--- src/hdl/bop_pkg.sv ---
`default_nettype none

package bop_pkg;

  // Sizes and fixed-point formats.
  localparam int MAX_STEPS  = 1024;
  localparam int FRAC_BITS  = 30;
  localparam int PRICE_FRAC = 16;
  localparam int OUT_FRAC   = 30;
  localparam int PRICE_W    = 48;
  localparam int FACTOR_W   = 32;
  localparam int STEP_W     = 11;
  localparam int NODE_DEPTH = MAX_STEPS + 1;
  localparam int NODE_AW    = $clog2(NODE_DEPTH);
  localparam int HALF_W     = PRICE_W / 2;
  localparam int PP_W       = HALF_W + FACTOR_W;
  localparam int PROD_W     = PRICE_W + FACTOR_W;
  localparam int DIV_BITS   = 96;
  localparam int DIV_CNT_W  = $clog2(DIV_BITS);
  localparam int DMAG_W     = PRICE_W + 1;

  localparam logic [30:0] PROB_ONE = 31'(1) << FRAC_BITS;

  // Quotient limits.
  localparam logic [63:0] DELTA_LIM_POS = 64'h0000_0000_7FFF_FFFF;
  localparam logic [63:0] DELTA_LIM_NEG = 64'h0000_0000_8000_0000;
  localparam logic [63:0] DERIV_LIM     = 64'(1) << 61;
  localparam logic [63:0] GAMMA_LIM_POS = (64'(1) << 47) - 64'(1);
  localparam logic [63:0] GAMMA_LIM_NEG = 64'(1) << 47;

  typedef struct packed {
    logic [47:0] spot_price;
    logic [47:0] strike_price;
    logic        is_call;
  } item_t;

  typedef struct packed {
    logic [47:0]        option_value;
    logic signed [31:0] price_delta;
    logic signed [47:0] price_gamma;
    logic               status;
  } result_t;

  typedef enum logic [2:0] {
    CFG_STEP_COUNT = 3'd0,
    CFG_UP         = 3'd1,
    CFG_DOWN       = 3'd2,
    CFG_DISC       = 3'd3,
    CFG_PROB       = 3'd4,
    CFG_LOW_LEAF   = 3'd5,
    CFG_AT_EXPIRY  = 3'd6
  } cfg_idx_t;

  typedef enum logic [3:0] {
    MUL_LEAF, MUL_PU1, MUL_PU2, MUL_NAP, MUL_VP, MUL_VQ, MUL_VD,
    MUL_SU, MUL_SD, MUL_SUU, MUL_SDD
  } mul_op_t;

  typedef enum logic [1:0] {
    DIV_DELTA, DIV_DU, DIV_DD, DIV_GAMMA
  } div_op_t;

  typedef enum logic [4:0] {
    ST_IDLE, ST_LEAF0, ST_LWRITE, ST_LPU1, ST_LPU2,
    ST_RLEVEL, ST_RLOW, ST_RVP, ST_RVQ, ST_RVD, ST_RPU1, ST_RPU2,
    ST_FSU, ST_FSD, ST_FSUU, ST_FSDD,
    ST_DDELTA, ST_DDU, ST_DDD, ST_DGAM, ST_DONE
  } state_t;

  typedef struct packed {
    logic               load;
    mul_op_t            mul_op;
    logic               mul_go;
    div_op_t            div_op;
    logic               div_go;
    logic               leaf_wr;
    logic               load_lower;
    logic               cap_lv1;
    logic               cap_lv2;
    logic [1:0]         cap_idx;
    logic [NODE_AW-1:0] wr_addr;
    logic [NODE_AW-1:0] rd_addr;
    logic               emit;
  } cmd_t;

  typedef struct packed {
    logic              mul_done;
    logic              div_done;
    logic              den_zero;
    logic              gamma_ok;
    logic              expiry;
    logic [STEP_W-1:0] steps;
  } sts_t;

  typedef struct packed {
    logic        neg;
    logic [47:0] mag;
  } smag_t;

  // Intrinsic value of a call or a put.
  function automatic logic [47:0] payoff(input logic [47:0] s, input logic [47:0] k,
                                         input logic call);
    logic [47:0] r;
    if (call) begin
      r = (s > k) ? s - k : '0;
    end else begin
      r = (k > s) ? k - s : '0;
    end
    return r;
  endfunction

  // Sign and magnitude of a - b.
  function automatic smag_t sub_mag(input logic [47:0] a, input logic [47:0] b);
    smag_t r;
    if (a >= b) begin
      r.neg = 1'b0;
      r.mag = a - b;
    end else begin
      r.neg = 1'b1;
      r.mag = b - a;
    end
    return r;
  endfunction

endpackage

`default_nettype wire

--- src/hdl/bop_ctrl.sv ---
`default_nettype none

module bop_ctrl (
  input  wire logic          clk,
  input  wire logic          rst_n,
  input  wire logic          start,
  output logic               busy,
  output logic               out_valid,
  output bop_pkg::cmd_t      cmd,
  input  wire bop_pkg::sts_t sts
);

  bop_pkg::state_t            state_r, state_nxt;
  logic [bop_pkg::STEP_W-1:0] j_r, j_nxt, level_r, level_nxt, n_r, n_nxt;
  logic                       out_valid_r;
  logic                       j_at_n, j_at_level, rd_next;

  assign j_at_n     = (j_r == n_r);
  assign j_at_level = (j_r == level_r);

  // Next state.
  always_comb begin
    state_nxt = state_r;
    unique case (state_r)
      bop_pkg::ST_IDLE:   if (start) begin
        state_nxt = sts.expiry ? bop_pkg::ST_DONE : bop_pkg::ST_LEAF0;
      end
      bop_pkg::ST_LEAF0:  if (sts.mul_done) state_nxt = bop_pkg::ST_LWRITE;
      bop_pkg::ST_LWRITE: state_nxt = j_at_n ? bop_pkg::ST_RLEVEL : bop_pkg::ST_LPU1;
      bop_pkg::ST_LPU1:   if (sts.mul_done) state_nxt = bop_pkg::ST_LPU2;
      bop_pkg::ST_LPU2:   if (sts.mul_done) state_nxt = bop_pkg::ST_LWRITE;
      bop_pkg::ST_RLEVEL: if (sts.mul_done) state_nxt = bop_pkg::ST_RLOW;
      bop_pkg::ST_RLOW:   state_nxt = bop_pkg::ST_RVP;
      bop_pkg::ST_RVP:    if (sts.mul_done) state_nxt = bop_pkg::ST_RVQ;
      bop_pkg::ST_RVQ:    if (sts.mul_done) state_nxt = bop_pkg::ST_RVD;
      bop_pkg::ST_RVD:    if (sts.mul_done) begin
        if (!j_at_level) begin
          state_nxt = bop_pkg::ST_RPU1;
        end else begin
          state_nxt = (level_r == '0) ? bop_pkg::ST_FSU : bop_pkg::ST_RLEVEL;
        end
      end
      bop_pkg::ST_RPU1:   if (sts.mul_done) state_nxt = bop_pkg::ST_RPU2;
      bop_pkg::ST_RPU2:   if (sts.mul_done) state_nxt = bop_pkg::ST_RVP;
      bop_pkg::ST_FSU:    if (sts.mul_done) state_nxt = bop_pkg::ST_FSD;
      bop_pkg::ST_FSD:    if (sts.mul_done) begin
        state_nxt = (n_r >= bop_pkg::STEP_W'(2)) ? bop_pkg::ST_FSUU : bop_pkg::ST_DDELTA;
      end
      bop_pkg::ST_FSUU:   if (sts.mul_done) state_nxt = bop_pkg::ST_FSDD;
      bop_pkg::ST_FSDD:   if (sts.mul_done) state_nxt = bop_pkg::ST_DDELTA;
      bop_pkg::ST_DDELTA: if (sts.den_zero || sts.div_done) begin
        state_nxt = ((n_r >= bop_pkg::STEP_W'(2)) && sts.gamma_ok) ?
                    bop_pkg::ST_DDU : bop_pkg::ST_DONE;
      end
      bop_pkg::ST_DDU:    if (sts.div_done) state_nxt = bop_pkg::ST_DDD;
      bop_pkg::ST_DDD:    if (sts.div_done) state_nxt = bop_pkg::ST_DGAM;
      bop_pkg::ST_DGAM:   if (sts.div_done) state_nxt = bop_pkg::ST_DONE;
      bop_pkg::ST_DONE:   state_nxt = bop_pkg::ST_IDLE;
      default:            state_nxt = bop_pkg::ST_IDLE;
    endcase
  end

  // Loop counters: node index, level and the clamped step count.
  always_comb begin
    j_nxt     = j_r;
    level_nxt = level_r;
    n_nxt     = n_r;
    unique case (state_r)
      bop_pkg::ST_IDLE: if (start) begin
        n_nxt = sts.steps;
        j_nxt = '0;
      end
      bop_pkg::ST_LWRITE: if (j_at_n) begin
        level_nxt = n_r - bop_pkg::STEP_W'(1);
        j_nxt     = '0;
      end
      bop_pkg::ST_LPU2: if (sts.mul_done) j_nxt = j_r + bop_pkg::STEP_W'(1);
      bop_pkg::ST_RVD: if (sts.mul_done && j_at_level && (level_r != '0)) begin
        level_nxt = level_r - bop_pkg::STEP_W'(1);
        j_nxt     = '0;
      end
      bop_pkg::ST_RPU1: if (sts.mul_done) j_nxt = j_r + bop_pkg::STEP_W'(1);
      default: ;
    endcase
  end

  // Commands to the datapath.
  assign rd_next = (state_r == bop_pkg::ST_RLOW) || (state_r == bop_pkg::ST_RVP) ||
                   (state_r == bop_pkg::ST_RVQ)  || (state_r == bop_pkg::ST_RVD) ||
                   (state_r == bop_pkg::ST_RPU1) || (state_r == bop_pkg::ST_RPU2);

  always_comb begin
    cmd         = '0;
    cmd.mul_op  = bop_pkg::MUL_LEAF;
    cmd.div_op  = bop_pkg::DIV_DELTA;
    cmd.wr_addr = bop_pkg::NODE_AW'(j_r);
    cmd.rd_addr = rd_next ? bop_pkg::NODE_AW'(j_r + bop_pkg::STEP_W'(1)) : '0;
    cmd.cap_idx = j_r[1:0];
    unique case (state_r)
      bop_pkg::ST_IDLE:   cmd.load = start;
      bop_pkg::ST_LEAF0:  begin cmd.mul_go = 1'b1; cmd.mul_op = bop_pkg::MUL_LEAF; end
      bop_pkg::ST_LWRITE: begin
        cmd.leaf_wr = 1'b1;
        cmd.cap_lv1 = (n_r == bop_pkg::STEP_W'(1));
        cmd.cap_lv2 = (n_r == bop_pkg::STEP_W'(2));
      end
      bop_pkg::ST_LPU1,
      bop_pkg::ST_RPU1:   begin cmd.mul_go = 1'b1; cmd.mul_op = bop_pkg::MUL_PU1; end
      bop_pkg::ST_LPU2,
      bop_pkg::ST_RPU2:   begin cmd.mul_go = 1'b1; cmd.mul_op = bop_pkg::MUL_PU2; end
      bop_pkg::ST_RLEVEL: begin cmd.mul_go = 1'b1; cmd.mul_op = bop_pkg::MUL_NAP; end
      bop_pkg::ST_RLOW:   cmd.load_lower = 1'b1;
      bop_pkg::ST_RVP:    begin cmd.mul_go = 1'b1; cmd.mul_op = bop_pkg::MUL_VP; end
      bop_pkg::ST_RVQ:    begin cmd.mul_go = 1'b1; cmd.mul_op = bop_pkg::MUL_VQ; end
      bop_pkg::ST_RVD:    begin
        cmd.mul_go  = 1'b1;
        cmd.mul_op  = bop_pkg::MUL_VD;
        cmd.cap_lv1 = (level_r == bop_pkg::STEP_W'(1));
        cmd.cap_lv2 = (level_r == bop_pkg::STEP_W'(2));
      end
      bop_pkg::ST_FSU:    begin cmd.mul_go = 1'b1; cmd.mul_op = bop_pkg::MUL_SU; end
      bop_pkg::ST_FSD:    begin cmd.mul_go = 1'b1; cmd.mul_op = bop_pkg::MUL_SD; end
      bop_pkg::ST_FSUU:   begin cmd.mul_go = 1'b1; cmd.mul_op = bop_pkg::MUL_SUU; end
      bop_pkg::ST_FSDD:   begin cmd.mul_go = 1'b1; cmd.mul_op = bop_pkg::MUL_SDD; end
      bop_pkg::ST_DDELTA: begin cmd.div_go = !sts.den_zero; cmd.div_op = bop_pkg::DIV_DELTA; end
      bop_pkg::ST_DDU:    begin cmd.div_go = 1'b1; cmd.div_op = bop_pkg::DIV_DU; end
      bop_pkg::ST_DDD:    begin cmd.div_go = 1'b1; cmd.div_op = bop_pkg::DIV_DD; end
      bop_pkg::ST_DGAM:   begin cmd.div_go = 1'b1; cmd.div_op = bop_pkg::DIV_GAMMA; end
      bop_pkg::ST_DONE:   cmd.emit = 1'b1;
      default: ;
    endcase
  end

  // State and counter registers.
  always_ff @(posedge clk) begin
    if (!rst_n) begin
      state_r     <= bop_pkg::ST_IDLE;
      j_r         <= '0;
      level_r     <= '0;
      n_r         <= '0;
      out_valid_r <= 1'b0;
    end else begin
      state_r     <= state_nxt;
      j_r         <= j_nxt;
      level_r     <= level_nxt;
      n_r         <= n_nxt;
      out_valid_r <= cmd.emit;
    end
  end

  assign busy      = (state_r != bop_pkg::ST_IDLE);
  assign out_valid = out_valid_r;

  // A result strobe lasts one cycle.
  a_single_strobe: assert property (@(posedge clk) disable iff (!rst_n)
    out_valid |=> !out_valid) else $error("result strobe longer than one cycle");

  // An accepted transaction makes the block busy.
  a_accept_busy: assert property (@(posedge clk) disable iff (!rst_n)
    (start && !busy) |=> busy) else $error("transaction accepted but block not busy");

  // The node index never passes the step count.
  a_j_bound: assert property (@(posedge clk) disable iff (!rst_n)
    j_r <= n_r) else $error("node index beyond step count");

  // During rollback the node index is at most one past its level, and the level is below the step count.
  a_rollback_bound: assert property (@(posedge clk) disable iff (!rst_n)
    rd_next |-> (j_r <= level_r + bop_pkg::STEP_W'(1)) && (level_r < n_r))
    else $error("rollback index out of range");

endmodule

`default_nettype wire
--- config.mk ---
export PLATFORM = sky130hd
export DESIGN_NAME = bop_ctrl
export DESIGN_NICKNAME = d
export VERILOG_FILES = /design/src/hdl/bop_pkg.sv /design/src/hdl/bop_ctrl.sv
export SDC_FILE = /design/constraint.sdc
export NUM_CORES = 1
export LEC_CHECK = 0
export BUFFER_PORTS_ARGS = -buffer_cell sky130_fd_sc_hd__buf_2
export CORE_MARGIN = 10
export CORE_UTILIZATION = 50
export CTS_CLUSTER_DIAMETER = 120
export DETAILED_ROUTE_END_ITERATION = 16
export PLACE_DENSITY_LB_ADDON = 0.25
export SKIP_LAST_GASP = 1
export SLEW_MARGIN = 10
export SYNTH_ARGS = -nofsm -noshare
export SYNTH_HDL_FRONTEND = slang
export SYNTH_SLANG_ARGS = --single-unit
--- constraint.sdc ---
create_clock -name clk -period 2.95 [get_ports clk]
set_clock_uncertainty 0.15 [all_clocks]
set_input_delay 0.1475 -clock clk [delete_from_list [all_inputs] [get_ports clk]]
set_output_delay 0.1475 -clock clk [all_outputs]
set_load 0.01 [all_outputs]
# [After elaboration in Yosys (flattened, before gate mapping)]
# Index checks and enable logic that the tools add are counted.
[word_totals] register_bits=39 word_cells=119 out_inout_bits=40 in_bits=19
[op_classes] addsub=3 n_mux=40 n_lt_le_gt_ge=1 reduce_logical=24 n_eq_ne=46
[op_table] cell="$mux 5" n=19
[op_table] cell="$pmux 5 s19" n=1
[op_table] cell="$mux 11" n=7
[op_table] cell="$pmux 5 s11" n=1
[op_table] cell="$pmux 11 s4" n=1
[op_table] cell="$eq 5x4->1 const B" n=8
[op_table] cell="$ne 2x2->1 const B" n=18
[op_table] cell="$eq 5x5->1 const B" n=5
[op_table] cell="$eq 11x1->1 const B" n=2
[op_table] cell="$eq 11x11->1" n=2
[op_table] cell="$eq 11x2->1 const B" n=2
[op_table] cell="$pmux 11 s2" n=1
[op_table] cell="$sub 11x1->11 const B" n=2
[op_table] cell="$eq 5x3->1 const B" n=4
[op_table] cell="$reduce_and 17->1" n=1
[op_table] cell="$pmux 3 s4" n=1
[op_table] cell="$add 11x1->11 const B" n=1
[op_table] cell="$ge 11x2->1 const B" n=1
[op_table] cell="$logic_not 11->1" n=1
[op_table] cell="$reduce_bool 11->1" n=1
[op_table] cell="$eq 5x2->1 const B" n=2
[op_table] cell="$mux 4" n=2
[op_table] cell="$reduce_or 2->1" n=4
[op_table] cell="$logic_or 1x1->1" n=6
[op_table] cell="14 further kinds" n=21

# [Depth between registers and ports, before layout]
[logic_depth] word_depth=7 mapped_depth=9 mapped_depth_nobuf=8

# [Worst setup path after synthesis]
# OpenSTA, ideal clock, no wires.
[synth_timing] kind="register -> register" startpoint="reg j_r[5] (netlist name)" endpoint="reg level_r[5] (netlist name)" t_arrival_ns=1.876 synth_period_minus_slack_ns=2.097 stages_incl_launch_ff=9 slack_ns=0.853 t_required_ns=2.730 setup_ns=0.070 n_path_buf=2 cell_sequence="dfxtp_1 clkbuf_1 xnor2_1 nand3_1 nor4_4 a21o_1 buf_4 o211ai_1 a21oi_1"
[synth_between] elab_chain_len=5 word_cells_on_any_way=7
[synth_lines] element="from (decl)" line_no="bop_ctrl.sv:14" rtl="logic [bop_pkg::STEP_W-1:0] j_r, j_nxt, level_r, level_nxt, n_r, n_nxt;"
[synth_lines] element="from (signal assigned)" line_no="bop_ctrl.sv:144" rtl="j_r <= j_nxt;"
[synth_lines] element="$eq 11x11->1" line_no="bop_ctrl.sv:19" rtl="assign j_at_level = (j_r == level_r);"
[synth_lines] element="$logic_and 1x1->1 (2 in series)" line_no="bop_ctrl.sv:78" rtl="bop_pkg::ST_RVD: if (sts.mul_done && j_at_level && (level_r != '0)) begin"
[synth_lines] element="$ne 2x2->1 (no line)"
[synth_lines] element="$reduce_and 3->1 (no line) (*)"
[synth_lines] element="to (signal assigned)" line_no="bop_ctrl.sv:145" rtl="level_r <= level_nxt;"
[synth_lines] element="to (decl)" line_no="bop_ctrl.sv:14"
# Mark *: on every way between the ends. The rest lies on a longest branch, timed or not.
# A chain may end at the register's enable or synchronous reset.

==> run_results.csv <==
group,metric,value,unit
clocking,cts_tree,"done",
die,dieArea,9970,µm²
cells_and_area,fillers,591,
pwr,vdd_drop_max,0.000593,V
placement,dp_hpwl,7110,µm
synth,syn_avg_cell_area,7.20,µm²
synth,syn_nets,470,
synth,synth-edff-count,0,
global_route,antenna_found_initial,0,
die,die_h,99.9,µm
pwr,p_per_area,753,nW/µm²
hold_path,min_path_type,"input pin to register",
synth,synth_cell_types,60,
global_route,grt_max_degree,35,
die,io_pins,59,
synth,ys_async_sr_fraction,0,%
worst_setup_path,worstPathMaxFanout,9,
global_route,grt_pass1_vias,3115,
clocking,clockBufferDepth,2,
run,max_cap_violations,0,
placement,gp_congestion,0.928,
die,core.rowCount,29,
synth,yosys_warnings,0,
detailed_routing,drtAntennaViolNets,0,
clocking,cts_buffers,5,
timing,whs,0.0131,ns
detailed_routing,dr.pass1.iters,5,
timing,min_period,2.63,ns
worst_setup_path,end_kind,"output pin",
cells_and_area,area_growth,17.0,%
timing,hold_viol_final,0,
clocking,path_clk_slew,0.08,ns
synth,synth-seq-cells,39,
timing,fin_tns_setup,0,ns
synth,synth_top_flop_cell,"dfxtp_1",
global_route,grt_pass1_wl,15500,µm
worst_setup_path,arrival,2.33,ns
cells_and_area,drive_gt1_share,18.3,%
timing,fmax,380,MHz
synth,seq_area_frac_synth,24.5,%
placement,port_buffers,58,
worst_setup_path,worstPathRequired,2.65,ns
detailed_routing,drc,0,
run_status,status,"finished clean",
die,fp.coreArea,6280,µm²
timing,finalSetupViolations,0,
clocking,cts_root_buf,"clkbuf_8",
cells_and_area,fin_nets,522,
clocking,cts_setup_buffers,0,
die,die_w,99.9,µm
detailed_routing,drt_iter0_markers,178,
detailed_routing,routed_wl,9520,µm
clocking,htree_levels,2,
global_route,overflow,0,
timing,worstMarginPinSlew,0.847,ns
timing,slew_headroom,43.4,%
timing,post-route-period-util,89.1,%
detailed_routing,vias_per_cell,5.97,
detailed_routing,vias,3423,
detailed_routing,drt-wirelength-per-cell,16.6,µm
global_route,track_usage,18.6,%
worst_setup_path,cp-start-kind,"register",
pwr,leakagePower,1.52,nW
synth,synth_area,3190,µm²
worst_setup_path,critPathKind,"register to output pin",
timing,rsz0062_at_grt,"no",
die,start_util,50.8,%
timing,finalMaxSlewViolations,0,
clocking,clkLatencyLatePin,0.30,ns
clocking,cts.sinks,39,
cells_and_area,antenna_cells,0,
synth,synthCells,443,
report_power, final:
part           total, mW  leakage, nW  internal [mW]  switching [mW]
Clock              0.481       0.0612          0.274           0.207
Combinational       1.56         1.14          0.621           0.940
Sequential         0.767        0.316          0.600           0.168
layer usage:
| layer | global-route usage [%] | wire length (µm) | vias up |
|---|---|---|---|
| met5 | 0 | 0 | - |
| met4 | 6.17 | 199 | 0 |
| met3 | 4.33 | 766 | 19 |
| met2 | 29.3 | 4460 | 138 |
| met1 | 24.4 | 4100 | 1597 |
| li1 | - | - | 1669 |
logic make-up (layout without fill, tap and decap cells):
group	after synthesis	count (layout)	share of synthesized area (%)
simple gates	186	186	31.6
compound gates	121	121	23.1
buf+inv	49	102	6.63
xor+xnor	40	40	11.0
flops	39	39	24.5
fa+ha+maj	8	8	3.14
path summary, 6_finish.rpt:
kind / startpoint / endpoint / slack (ns) / cells past startpoint
setup reg to reg: state_r[0]$_SDFFE_PN0P_ / j_r[6]$_SDFFE_PN0P_ / 0.44 / 7
hold reg to reg: n_r[10]$_SDFFE_PN0P_ / n_r[10]$_SDFFE_PN0P_ / 0.39 / 2
hold / removal: sts[14] / state_r[4]$_SDFFE_PN0P_ / 0.01 / 3
setup / recovery: j_r[0]$_SDFFE_PN0P_ / cmd[11] / 0.32 / 7
sequential cells by signal, summed over array words and instances, names as in the netlist:
name       count
j_r           11
level_r       11
n_r           11
out_valid      1
state_r        5
cell type report:
type                       instances  area, µm²  area share [%]
clock buffer                       6       82.6            2.21
clock inverter                     2       35.0           0.939
inverter                          13       48.8            1.31
multi-input combinational        355       2200            58.9
sequential                        39        781            20.9
tap                               77       96.3            2.58
timing repair buffer              81        490            13.1
cells in the mapped netlist (6+ instances only):
library cell	instances	area (µm²)
nor2_1	33	124
dfxtp_1	39	781
clkbuf_1	23	86.3
a31oi_1	8	50.1
o21ai_0	17	85.1
nand3b_1	9	67.6
buf_2	7	35.0
o21ai_1	19	95.1
nor4_1	7	43.8
a21oi_1	46	230
nor3_1	11	55.1
xor2_1	17	149
nand3_1	16	80.1
inv_1	11	41.3
xnor2_1	23	201
ha_1	8	100
nand2_1	52	195
and3_1	7	43.8
nor2b_1	6	37.5
o211ai_1	8	60.1
cell usage in the layout, fill, tap and decap left out, types with 3 or more instances in the layout:
master,n
buf_2,58
nand2_1,52
a21oi_1,46
dfxtp_1,39
nor2_1,33
xnor2_1,23
o21ai_1,19
o21ai_0,17
xor2_1,17
nand3_1,16
buf_4,12
inv_1,11
nor3_1,11
dlygate4sd3_1,11
nand3b_1,9
o211ai_1,8
a31oi_1,8
ha_1,8
and3_1,7
nor4_1,7
nor2b_1,6
clkbuf_8,6
nand2b_1,5
nor3b_1,5
nand4_1,5
and4_1,4
and2_1,4
or3_1,4
o31ai_1,4
or3b_1,3
critical path, stage by stage, from the launching register on:
cell and delay [ns]:
dfxtp_1 0.57, ha_1 0.30, and3_1 0.27, nand3_1 0.21, nor2_1 0.30, xnor2_1 0.17, nor2_1 0.06, buf_2 0.15
through the flow:
stage | power, mW | instances | utilization (%) | instance area, µm² | setup slack [ns]
after floorplan | 1.91 | 443 | - | 3190 | 0.853
after global placement | 2.30 | 554 | 55.8 | 3500 | 0.542
after detailed placement | 2.31 | 554 | 55.8 | 3500 | 0.539
after CTS | 2.80 | 573 | 59.4 | 3730 | 0.339
after global routing | 3.04 | 573 | 59.4 | 3730 | 0.170
final | 2.81 | 573 | 59.4 | 3730 | 0.321
timing repair:
item | CTS | global route
hold buffers | 11 | 0
resized for setup | 0 | 0
endpoints found under the hold margin | 11 | 0
Note: power is estimated with default switching activity, not from simulation.
